File: config.mk
export PLATFORM = sky130hd
export DESIGN_NAME = format_string_expander
export DESIGN_NICKNAME = d
export VERILOG_FILES = /design/src/rtl/fse_pkg.sv /design/src/rtl/format_string_expander.sv /design/src/rtl/fse_ctrl.sv /design/src/rtl/fse_dp.sv
export VERILOG_INCLUDE_DIRS = /design/src /design/src/rtl
export SDC_FILE = /design/constraint.sdc
export NUM_CORES = 1
export LEC_CHECK = 0
export BUFFER_PORTS_ARGS = -buffer_cell sky130_fd_sc_hd__clkbuf_2
export CORE_MARGIN = 2
export CORE_UTILIZATION = 36
export CTS_CLUSTER_SIZE = 40
export DETAILED_ROUTE_END_ITERATION = 10
export GPL_ROUTABILITY_DRIVEN = 0
export PLACE_DENSITY_LB_ADDON = 0.08
export SYNTH_ARGS = -nofsm -noshare
export SYNTH_HDL_FRONTEND = slang
export SYNTH_SLANG_ARGS = --single-unit
File: constraint.sdc
create_clock -name aclk -period 7.9 [get_ports aclk]
set_clock_uncertainty 0.05 [all_clocks]
set_input_delay 1.975 -clock aclk [delete_from_list [all_inputs] [get_ports aclk]]
set_output_delay 1.975 -clock aclk [all_outputs]
set_load 0.05 [all_outputs]
File: src/rtl/format_string_expander_assert.svh
// Assertion macros for the format string expander.
// Used by the top level; no other dependencies.
`ifndef FORMAT_STRING_EXPANDER_ASSERT_SVH
`define FORMAT_STRING_EXPANDER_ASSERT_SVH

// A property that must hold at every clock edge outside reset.
`define FSE_ASSERT(lbl, prop, msg) \
    lbl: assert property (@(posedge aclk) disable iff (!aresetn) (prop)) else $error(msg);

// An antecedent that forces a consequent in the next cycle.
`define FSE_ASSERT_NEXT(lbl, ante, cons, msg) \
    lbl: assert property (@(posedge aclk) disable iff (!aresetn) (ante) |=> (cons)) \
        else $error(msg);

`endif

File: src/rtl/fse_pkg.sv
// Shared types and constants for the format string expander.
// No dependencies; imported by the controller, datapath and top level.
package fse_pkg;

    localparam int BYTE_W  = 8;
    localparam int COUNT_W = 32;

    localparam logic [BYTE_W-1:0]  CH_PERCENT = 8'h25;
    localparam logic [BYTE_W-1:0]  CH_D       = 8'h64;
    localparam logic [BYTE_W-1:0]  CH_S       = 8'h73;
    localparam logic [BYTE_W-1:0]  CH_MINUS   = 8'h2D;
    localparam logic [BYTE_W-1:0]  CH_ZERO    = 8'h30;
    localparam logic [COUNT_W-1:0] COUNT_MAX  = '1;

    // Controller states, one-hot.
    typedef enum logic [3:0] {
        ST_IDLE = 4'b0001,
        ST_CONV = 4'b0010,
        ST_SCAN = 4'b0100,
        ST_EMIT = 4'b1000
    } state_t;

    // Commands from the controller to the datapath.
    typedef struct packed {
        logic push_byte;   // send the input byte as the final character
        logic push_minus;  // send a minus sign
        logic push_digit;  // send the leading BCD digit
        logic load_arg;    // load the argument magnitude and clear the BCD word
        logic conv_step;   // one shift-and-add-3 step
        logic digit_step;  // drop the leading BCD digit
    } cmd_t;

    // Status from the datapath to the controller.
    typedef struct packed {
        logic out_free;    // the output register can take a character this cycle
        logic arg_neg;     // the input argument is negative
        logic conv_done;   // this conversion step is the final one
        logic top_zero;    // the leading BCD digit is zero
        logic digit_last;  // the leading BCD digit is the last one
        logic overflow;    // the magnitude had more digits than the BCD word holds
    } sts_t;

endpackage

File: src/rtl/format_string_expander.sv
// Top level of the format string expander: controller, datapath and checks.
// Depends on fse_pkg, fse_ctrl, fse_dp and format_string_expander_assert.svh.
//
// Usage: the slave channel takes one format or string byte per request, with
// the integer argument alongside it; tuser = 1 marks a string argument byte.
// The master channel returns one character per request together with the
// running character count, which saturates at its maximum; tlast marks the
// final character caused by one input request.
// A plain, echoed or string byte appears on the master side in the cycle after
// it is taken, and the next request is taken in that same cycle if the output
// register drains. A '%' followed by 's' or a '%' alone yields nothing.
// A %d conversion loads the magnitude when the request is accepted; the
// bit-serial shift-and-add-3 converter then takes one bit per cycle, and the
// scan skips leading zeros and emits the digits, one per cycle while the
// receiver takes them. No new request is taken until the last digit is in the
// output register.
// Reset clears the pending '%', the character count and the output valid flag.
// When the receiver stalls, the current character holds in the output
// register and no new request is taken until it can drain.
module format_string_expander #(
    parameter int ARG_BITS   = 32,
    parameter int MAX_DIGITS = 10,
    localparam int S_DATA_W  = ((fse_pkg::BYTE_W + ARG_BITS + 7) / 8) * 8,
    localparam int M_DATA_W  = fse_pkg::BYTE_W + fse_pkg::COUNT_W
) (
    input  logic                aclk,
    input  logic                aresetn,
    // Input requests.
    input  logic                s_tvalid,
    output logic                s_tready,
    input  logic [S_DATA_W-1:0] s_tdata,   // in_byte[7:0], int_arg, zero padding
    input  logic                s_tuser,   // mode
    // Result requests.
    output logic                m_tvalid,
    input  logic                m_tready,
    output logic [M_DATA_W-1:0] m_tdata,   // out_byte[7:0], char_count[39:8]
    output logic                m_tlast
);
    import fse_pkg::*;

    cmd_t               cmd;
    sts_t               sts;
    logic [BYTE_W-1:0]  out_byte;
    logic [COUNT_W-1:0] char_count;

    fse_ctrl u_ctrl (
        .aclk     (aclk),
        .aresetn  (aresetn),
        .s_tvalid (s_tvalid),
        .mode     (s_tuser),
        .in_byte  (s_tdata[BYTE_W-1:0]),
        .sts      (sts),
        .cmd      (cmd),
        .s_tready (s_tready)
    );

    fse_dp #(
        .ARG_BITS   (ARG_BITS),
        .MAX_DIGITS (MAX_DIGITS)
    ) u_dp (
        .aclk       (aclk),
        .aresetn    (aresetn),
        .in_byte    (s_tdata[BYTE_W-1:0]),
        .int_arg    (s_tdata[BYTE_W +: ARG_BITS]),
        .cmd        (cmd),
        .sts        (sts),
        .m_tready   (m_tready),
        .m_tvalid   (m_tvalid),
        .m_tlast    (m_tlast),
        .out_byte   (out_byte),
        .char_count (char_count)
    );

    assign m_tdata = {char_count, out_byte};

`include "format_string_expander_assert.svh"

    // A character is only loaded when the output register can take it.
    `FSE_ASSERT(a_push_free, !(cmd.push_byte || cmd.push_minus || cmd.push_digit) || sts.out_free, "character pushed into a full output register")
    // A string byte comes straight back as a final character.
    `FSE_ASSERT_NEXT(a_string_echo, s_tvalid && s_tready && s_tuser, m_tvalid && m_tlast && (m_tdata[7:0] == $past(s_tdata[7:0])), "string byte not echoed")
    // Only one kind of character is chosen in a cycle.
    `FSE_ASSERT(a_one_push, $onehot0({cmd.push_byte, cmd.push_minus, cmd.push_digit}), "more than one character source selected")

endmodule

File: src/rtl/fse_ctrl.sv
// Controller state machine of the format string expander.
// Depends on fse_pkg; drives the datapath through cmd_t and reads sts_t.
module fse_ctrl (
    input  logic                        aclk,
    input  logic                        aresetn,
    input  logic                        s_tvalid,
    input  logic                        mode,
    input  logic [fse_pkg::BYTE_W-1:0]  in_byte,
    input  fse_pkg::sts_t               sts,
    output fse_pkg::cmd_t               cmd,
    output logic                        s_tready
);
    import fse_pkg::*;

    state_t state_reg, state_next;
    logic   pending_reg, pending_next;
    logic   accept;

    assign s_tready = (state_reg == ST_IDLE) && sts.out_free;
    assign accept   = s_tvalid && s_tready;

    // Next state, pending percent flag and datapath commands.
    always_comb begin
        state_next   = state_reg;
        pending_next = pending_reg;
        cmd          = '0;
        case (state_reg)
            ST_IDLE: begin
                if (accept) begin
                    if (mode) begin
                        cmd.push_byte = 1'b1;
                    end else if (pending_reg) begin
                        pending_next = 1'b0;
                        if (in_byte == CH_D) begin
                            cmd.load_arg   = 1'b1;
                            cmd.push_minus = sts.arg_neg;
                            state_next     = ST_CONV;
                        end else if (in_byte != CH_S) begin
                            cmd.push_byte = 1'b1;
                        end
                    end else if (in_byte == CH_PERCENT) begin
                        pending_next = 1'b1;
                    end else begin
                        cmd.push_byte = 1'b1;
                    end
                end
            end
            ST_CONV: begin
                cmd.conv_step = 1'b1;
                if (sts.conv_done) begin
                    state_next = ST_SCAN;
                end
            end
            ST_SCAN: begin
                // Skip leading zeros; a lone zero or an overflowed word is printed whole.
                if (sts.overflow || !sts.top_zero || sts.digit_last) begin
                    state_next = ST_EMIT;
                end else begin
                    cmd.digit_step = 1'b1;
                end
            end
            ST_EMIT: begin
                if (sts.out_free) begin
                    cmd.push_digit = 1'b1;
                    cmd.digit_step = 1'b1;
                    if (sts.digit_last) begin
                        state_next = ST_IDLE;
                    end
                end
            end
            default: begin
                state_next = ST_IDLE;
            end
        endcase
    end

    // Control registers.
    always_ff @(posedge aclk) begin
        if (!aresetn) begin
            state_reg   <= ST_IDLE;
            pending_reg <= 1'b0;
        end else begin
            state_reg   <= state_next;
            pending_reg <= pending_next;
        end
    end

endmodule

File: src/rtl/fse_dp.sv
// Datapath of the format string expander: bit-serial binary to BCD converter,
// digit shifter, character counter and output register. Depends on fse_pkg.
module fse_dp #(
    parameter int ARG_BITS   = 32,
    parameter int MAX_DIGITS = 10
) (
    input  logic                         aclk,
    input  logic                         aresetn,
    input  logic [fse_pkg::BYTE_W-1:0]   in_byte,
    input  logic [ARG_BITS-1:0]          int_arg,
    input  fse_pkg::cmd_t                cmd,
    output fse_pkg::sts_t                sts,
    input  logic                         m_tready,
    output logic                         m_tvalid,
    output logic                         m_tlast,
    output logic [fse_pkg::BYTE_W-1:0]   out_byte,
    output logic [fse_pkg::COUNT_W-1:0]  char_count
);
    import fse_pkg::*;

    localparam int BCD_W = 4 * MAX_DIGITS;
    localparam int BIT_W = $clog2(ARG_BITS);
    localparam int DIG_W = $clog2(MAX_DIGITS + 1);

    logic [ARG_BITS-1:0] mag_reg, mag_next;
    logic [BCD_W-1:0]    bcd_reg, bcd_next, bcd_adj;
    logic                ovf_reg, ovf_next;
    logic [BIT_W-1:0]    bit_cnt_reg, bit_cnt_next;
    logic [DIG_W-1:0]    dig_cnt_reg, dig_cnt_next;

    logic                out_valid_reg, out_valid_next;
    logic                out_last_reg, out_last_next;
    logic [BYTE_W-1:0]   out_byte_reg, out_byte_next;
    logic [COUNT_W-1:0]  out_count_reg, out_count_next;
    logic [COUNT_W-1:0]  total_reg, total_next;

    logic                push;
    logic [3:0]          top_digit;

    assign top_digit = bcd_reg[BCD_W-1 -: 4];
    assign push      = cmd.push_byte || cmd.push_minus || cmd.push_digit;

    // Status toward the controller.
    always_comb begin
        sts.out_free   = !out_valid_reg || m_tready;
        sts.arg_neg    = int_arg[ARG_BITS-1];
        sts.conv_done  = (bit_cnt_reg == '0);
        sts.top_zero   = (top_digit == 4'd0);
        sts.digit_last = (dig_cnt_reg == DIG_W'(1));
        sts.overflow   = ovf_reg;
    end

    // Add 3 to every BCD digit of five or more before the shift.
    always_comb begin
        for (int i = 0; i < MAX_DIGITS; i++) begin
            bcd_adj[4*i +: 4] = (bcd_reg[4*i +: 4] >= 4'd5) ?
                                (bcd_reg[4*i +: 4] + 4'd3) : bcd_reg[4*i +: 4];
        end
    end

    // Converter and digit shifter.
    always_comb begin
        mag_next     = mag_reg;
        bcd_next     = bcd_reg;
        ovf_next     = ovf_reg;
        bit_cnt_next = bit_cnt_reg;
        dig_cnt_next = dig_cnt_reg;
        if (cmd.load_arg) begin
            mag_next     = int_arg[ARG_BITS-1] ? (~int_arg + 1'b1) : int_arg;
            bcd_next     = '0;
            ovf_next     = 1'b0;
            bit_cnt_next = BIT_W'(ARG_BITS - 1);
            dig_cnt_next = DIG_W'(MAX_DIGITS);
        end else if (cmd.conv_step) begin
            bcd_next     = {bcd_adj[BCD_W-2:0], mag_reg[ARG_BITS-1]};
            ovf_next     = ovf_reg | bcd_adj[BCD_W-1];
            mag_next     = {mag_reg[ARG_BITS-2:0], 1'b0};
            bit_cnt_next = bit_cnt_reg - 1'b1;
        end else if (cmd.digit_step) begin
            bcd_next     = {bcd_reg[BCD_W-5:0], 4'd0};
            dig_cnt_next = dig_cnt_reg - 1'b1;
        end
    end

    // Output register and saturating character count.
    always_comb begin
        out_valid_next = out_valid_reg && !m_tready;
        out_last_next  = out_last_reg;
        out_byte_next  = out_byte_reg;
        out_count_next = out_count_reg;
        total_next     = total_reg;
        if (push) begin
            out_valid_next = 1'b1;
            total_next     = (total_reg == COUNT_MAX) ? total_reg : (total_reg + 1'b1);
            out_count_next = total_next;
            if (cmd.push_byte) begin
                out_byte_next = in_byte;
                out_last_next = 1'b1;
            end else if (cmd.push_minus) begin
                out_byte_next = CH_MINUS;
                out_last_next = 1'b0;
            end else begin
                out_byte_next = CH_ZERO + {4'd0, top_digit};
                out_last_next = sts.digit_last;
            end
        end
    end

    // Control registers.
    always_ff @(posedge aclk) begin
        if (!aresetn) begin
            out_valid_reg <= 1'b0;
            total_reg     <= '0;
        end else begin
            out_valid_reg <= out_valid_next;
            total_reg     <= total_next;
        end
    end

    // Payload registers.
    always_ff @(posedge aclk) begin
        mag_reg       <= mag_next;
        bcd_reg       <= bcd_next;
        ovf_reg       <= ovf_next;
        bit_cnt_reg   <= bit_cnt_next;
        dig_cnt_reg   <= dig_cnt_next;
        out_last_reg  <= out_last_next;
        out_byte_reg  <= out_byte_next;
        out_count_reg <= out_count_next;
    end

    assign m_tvalid   = out_valid_reg;
    assign m_tlast    = out_last_reg;
    assign out_byte   = out_byte_reg;
    assign char_count = out_count_reg;

endmodule

# Yosys cells after proc, flatten, opt, wreduce, memory -nomap -nowiden
# Cells that the tools add are included.
[op_classes]
reduce_logical = 18
n_addsub = 15
mux = 51
bitwise = 4
n_eq_ne = 17
magnitude_cmp = 10
[op_table]
columns = ["op", "n"]
rows = [
  ["2-to-1 mux 32 bit", 4],
  ["2-to-1 mux 40 bit", 2],
  ["2-to-1 mux 4 bit", 18],
  ["adder 32 x 1 -> 32 bit, second input constant", 2],
  ["adder 4 x 2 -> 4 bit, second input constant", 10],
  [">= comparator 4 x 3 -> 1 bit, second input constant", 10],
  ["== test 32 bit, second input constant", 1],
  ["NOT 32 bit", 1],
  ["2-to-1 mux 1 bit", 21],
  ["2-to-1 mux 8 bit", 2],
  ["case mux 4 bit (4 select lines)", 1],
  ["!= test 2 x 1 -> 1 bit, second input constant", 5],
  ["== test 4 x 1 -> 1 bit, second input constant", 2],
  ["== test 8 x 6 -> 1 bit, second input constant", 1],
  ["== test 8 x 7 -> 1 bit, second input constant", 1],
  ["!= test 8 x 7 -> 1 bit, second input constant", 1],
  ["AND reduction 8 bit", 1],
  ["adder 6 x 4 -> 7 bit, first input constant", 1],
  ["!= test 2 bit, second input constant", 3],
  ["zero test 5 bit", 1],
  ["logical OR 1 bit", 5],
  ["subtractor 5 x 1 -> 5 bit, second input constant", 1],
  ["== test 4 x 2 -> 1 bit, second input constant", 1],
  ["== test 4 x 3 -> 1 bit, second input constant", 1],
  ["12 further kinds", 19],
]
[totals]
inputBits = 45
elab_cells = 127
out_inout_bits = 43
register_bits = 161

# Logic depth before layout (Yosys ltp)
[logic_depth]
ltp_word = 10
mapped_depth = 10

# By module
# From an unflattened synthesis, not the netlist that was laid out.
[unflattened]
cells_unflattened = 973
hier_area_um2 = 8873.5
[modules_own_cells]
columns = ["module", "seq_area_each_um2", "area_per_inst_um2", "cells_each", "n_inst"]
rows = [
  ["fse_dp", 3853.7, 8421.8, 917, 1],
  ["fse_ctrl", 100.1, 451.7, 56, 1],
]

# Least setup slack after synthesis
# No wires, ideal clock.
[synth_path]
kind = "input port to flip-flop"
start = "in s_tdata[3]"
end = "reg u_dp.mag_reg[0] (enable)"
t_arrival_ps = 4259
n_path_buf = 2
required_ps = 7461
setup_time_ps = 389
setup_slack_ps = 3202
cell_stages = 6
cell_sequence = "or4b_1 -> or2_1 -> or4_1 -> buf_2 -> clkbuf_1 -> nand2_1"
[synth_between]
elab_chain_cells = 7
[synth_rtl]
columns = ["element", "line", "rtl"]
rows = [
  ["start, declared", "format_string_expander.sv:31", "input logic [S_DATA_W-1:0] s_tdata,"],
  ["== test 8 x 7 -> 1 bit", "fse_ctrl.sv:34", "if (in_byte == CH_D) begin"],
  ["2-to-1 mux 1 bit", "fse_ctrl.sv:34", ""],
  ["2-to-1 mux 1 bit", "fse_ctrl.sv:32", "end else if (pending_reg) begin"],
  ["2-to-1 mux 1 bit", "fse_ctrl.sv:30", "if (mode) begin"],
  ["2-to-1 mux 1 bit", "fse_ctrl.sv:29", "if (accept) begin"],
  ["2-to-1 mux 1 bit", "fse_ctrl.sv:27", "case (state_reg)"],
  ["nonzero test 2 bit (no line)", "n/a", ""],
  ["end signal, assigned", "fse_dp.sv:122", "mag_reg <= mag_next;"],
  ["end, declared", "fse_dp.sv:25", "logic [ARG_BITS-1:0] mag_reg, mag_next;"],
]
# Every way passes these cells.
# A chain may end at the register's enable or synchronous reset.

# Worst setup path after layout
[layout_path]
start = "in s_tdata[3]"
end = "reg u_dp.total_reg[20]"
[layout_between]
elab_chain_cells = 9
[layout_rtl]
columns = ["element", "line", "rtl"]
rows = [
  ["!= test 8 x 7 -> 1 bit", "fse_ctrl.sv:38", "end else if (in_byte != CH_S) begin"],
  ["2-to-1 mux 1 bit", "fse_ctrl.sv:38", ""],
  ["2-to-1 mux 1 bit", "fse_ctrl.sv:34", ""],
  ["2-to-1 mux 1 bit", "fse_ctrl.sv:32", ""],
  ["2-to-1 mux 1 bit", "fse_ctrl.sv:30", ""],
  ["2-to-1 mux 2 bit *", "fse_ctrl.sv:29", ""],
  ["2-to-1 mux 2 bit *", "fse_ctrl.sv:27", ""],
  ["logical OR 1 bit * (2 in a row)", "fse_dp.sv:41", "assign push = cmd.push_byte || cmd.push_minus || cmd.push_digit;"],
  ["via u_dp.push", "fse_dp.sv:37", "logic push;"],
  ["end signal, assigned", "fse_dp.sv:116", "total_reg <= total_next;"],
  ["end, declared", "fse_dp.sv:35", "logic [COUNT_W-1:0] total_reg, total_next;"],
]
# The timed path passes the listed nets; every way through them passes the cells marked *.

==> impl_metrics.env <==
export IMPL_critPathMaxStageDelay_ns=0.78
export IMPL_antenna_cells_inserted=0
export IMPL_core_area_um2=23500
export IMPL_report_final_setup_viol=0
export IMPL_async_reset_ff_frac=0
export IMPL_final_area_um2=9930
export IMPL_final_nets=1070
export IMPL_crit_path_end_kind="register"
export IMPL_antenna_found_initial=0
export IMPL_cp_required_ns=8.20
export IMPL_p_per_area_nw_per_um2=186
export IMPL_min_period_over_period=0.648
export IMPL_placed_area_um2=9340
export IMPL_hold_violations=0
export IMPL_final_common_cell="nand2_1"
export IMPL_path_cells="clkbuf_2 > or4b_1 > or2_1 > nor4_4 > buf_4 > a211oi_4 > buf_4 > inv_2 > and4_1 > mux2i_1"
export IMPL_start_kind="primary input"
export IMPL_p_leak_uw=0.00367
export IMPL_synthesis_area_um2=8610
export IMPL_crit_top_cell="buf_4"
export IMPL_ctsHtreeMaxLevel=4
export IMPL_cpMaxStageDelayCell="inv_2"
export IMPL_slew_limit_headroom=0.342
export IMPL_hpwl_um=13400
export IMPL_vias=6944
export IMPL_die_height_um=159
export IMPL_drc=0
export IMPL_fmax_ghz=0.195
export IMPL_synth_edff_count=73
export IMPL_utilization=0.423
export IMPL_placementRows=56
export IMPL_cts_root_buf="clkbuf_16"
export IMPL_drive_gt1_frac=0.143
export IMPL_wl_um=20200
export IMPL_die_x_um=159
export IMPL_maxSlewViolCount=0
export IMPL_postSynthAreaPerCell_um2=9.22
export IMPL_clk_pin_slew_ns=0.06
export IMPL_critical_path_class="primary input to register"
export IMPL_synthFlopType="dfxtp_1"
export IMPL_drtIter0Drc=285
export IMPL_dpl_worst_slack_ns=2.30
export IMPL_synth_cell_types=58
export IMPL_port_buffers=87
export IMPL_period_minus_slack_ns=5.12
export IMPL_rsz0062_at_grt="no"
export IMPL_finalSetupTns_ns=0
export IMPL_start_util=0.367
export IMPL_cts_hold_fix_buffers=0
export IMPL_layout_common_cells="nand2_1, dfxtp_1, clkbuf_2"
export IMPL_run_status="completed"
export IMPL_crit_path_max_fanout=66
export IMPL_synth_fp_nets=1006
export IMPL_cp_data_arrival_time_ns=5.42
export IMPL_cts_setup_buffers=0
export IMPL_drtAntennaViolNets=0
export IMPL_ys_ff_latch=161
export IMPL_largest_register_ffs=40
export IMPL_viasPerCell=5.22
export IMPL_grt_pass1_vias=6485
export IMPL_vdd_drop_max_uv=126
export IMPL_clkLatencyLatePin_ns=0.42
export IMPL_setup_ws_ns=2.78
export IMPL_numCtsBuffers=17
export IMPL_gr_total_overflow=0
export IMPL_io_pins=88
export IMPL_grt_pass1_wl_um=33600
export IMPL_ys_seq_area_frac=0.459
export IMPL_grt_use_total=0.167
export IMPL_dieArea_um2=25200
export IMPL_fillers=2344
export IMPL_ys_warn_count=0
export IMPL_worst_path_buf_inv=4
export IMPL_wl_per_cell_um=15.2
export IMPL_synthCells=934
export IMPL_hp_class="register to register"
export IMPL_drv_cap=0
export IMPL_cts_buffer_depth=2
export IMPL_area_growth_synth_to_final_pct=15.3
export IMPL_cts_tree="yes"
export IMPL_cts_resized=0
export IMPL_clock_sinks=161
export IMPL_grt_start_max_net_pins=67
export IMPL_first_pass_iters=5
export IMPL_cp_top_family="buffers and inverters"
export IMPL_max_slew_worst_pin_slew_ns=0.986
cell families after synthesis:
| logic type | Yosys count | synth area share |
|---|---|---|
| AND/OR/NAND/NOR | 336 | 0.202 |
| AO/OA/AOI/OAI | 246 | 0.180 |
| flip-flops | 161 | 0.459 |
| buffers and inverters | 84 | 0.0375 |
| XOR/XNOR | 74 | 0.0752 |
| adder cells (fa/ha/maj) | 27 | 0.0392 |
| multiplexers | 6 | 0.00726 |
cell type report:
| type | count | area, µm² | area share |
|---|---|---|---|
| multi-input combinational | 689 | 4360 | 0.439 |
| sequential | 161 | 3950 | 0.398 |
| timing repair buffer | 95 | 495 | 0.0499 |
| clock buffer | 19 | 443 | 0.0446 |
| tap | 319 | 399 | 0.0402 |
| clock inverter | 13 | 151 | 0.0152 |
| inverter | 34 | 128 | 0.0129 |
stage by stage:
step	total power, µW	hold slack [ns]	cells
final	1850	0.427	1330
after global routing	1920	0.485	1330
after CTS	1880	0.432	1330
after detailed placement	1040	0.417	1298
after global placement	1040	0.406	1298
after floorplan	990	0.388	934
path summary, 6_finish.rpt:
path         cells after the start                              from                         endpoint  slack, ns
max                             10                        s_tdata[3]  u_dp.total_reg[20]$_SDFFE_PN0P_       2.78
min                              2         u_dp.ovf_reg$_SDFFE_PP0P_        u_dp.ovf_reg$_SDFFE_PP0P_       0.43
max reg2reg                      9  u_ctrl.state_reg[1]$_SDFFE_PN0P_  u_dp.total_reg[20]$_SDFFE_PN0P_       4.09
min reg2reg                      2         u_dp.ovf_reg$_SDFFE_PP0P_        u_dp.ovf_reg$_SDFFE_PP0P_       0.43
worst reg2reg max path, cell delays in order, from the launching register on:
cell and delay (ns):
dfxtp_1 0.36, nor4b_4 0.52, nand3_4 0.19, nor4_4 0.27, buf_4 0.63, a211oi_4 0.13, buf_4 0.32, inv_2 0.79
and4_1 0.32, mux2i_1 0.17
synth_stat cells (all sizes together), types with 3 or more instances:
library cell  instances  area share
o41ai                 6      0.0061
xnor2                31       0.032
or4b                  3      0.0035
nor4                  7      0.0068
dfxtp                88        0.20
a221oi               17       0.017
buf                   8      0.0044
a22oi                10      0.0087
ha                   27       0.039
a32oi                 9      0.0092
clkbuf               42       0.018
nand4                13       0.010
nor3                 26       0.015
nand2b               17       0.012
a211oi                5      0.0049
nand3b                3      0.0026
and4                  7      0.0071
a21oi                77       0.045
edfxtp               73        0.25
mux2i                 4      0.0046
nor4b                 7      0.0089
or4                  20       0.017
o21ai                73       0.042
o31ai                20       0.017
and2                  4      0.0029
a21boi                3      0.0026
o21a                 12       0.010
and3                  5      0.0036
nor2                 85       0.037
xor2                 43       0.044
o211ai                4      0.0035
nand2                96       0.042
or2                   5      0.0036
nor3b                10      0.0087
inv                  33       0.014
nand3                14      0.0096
or3                   9      0.0065
power by group:
group          switching [µW]  internal, µW  leakage (µW)
logic                    95.6          33.6       0.00196
registers                5.89           881       0.00142
clock network             351           480      0.000282
layer usage:
layer / global-route usage / vias up / wire length, µm
li1: - / 3535 / -
met1: 0.223 / 3296 / 9650
met2: 0.278 / 98 / 9720
met3: 0.0302 / 15 / 545
met4: 0.0450 / 0 / 238
met5: 0 / - / 0
(Power assumes the default switching activity.)
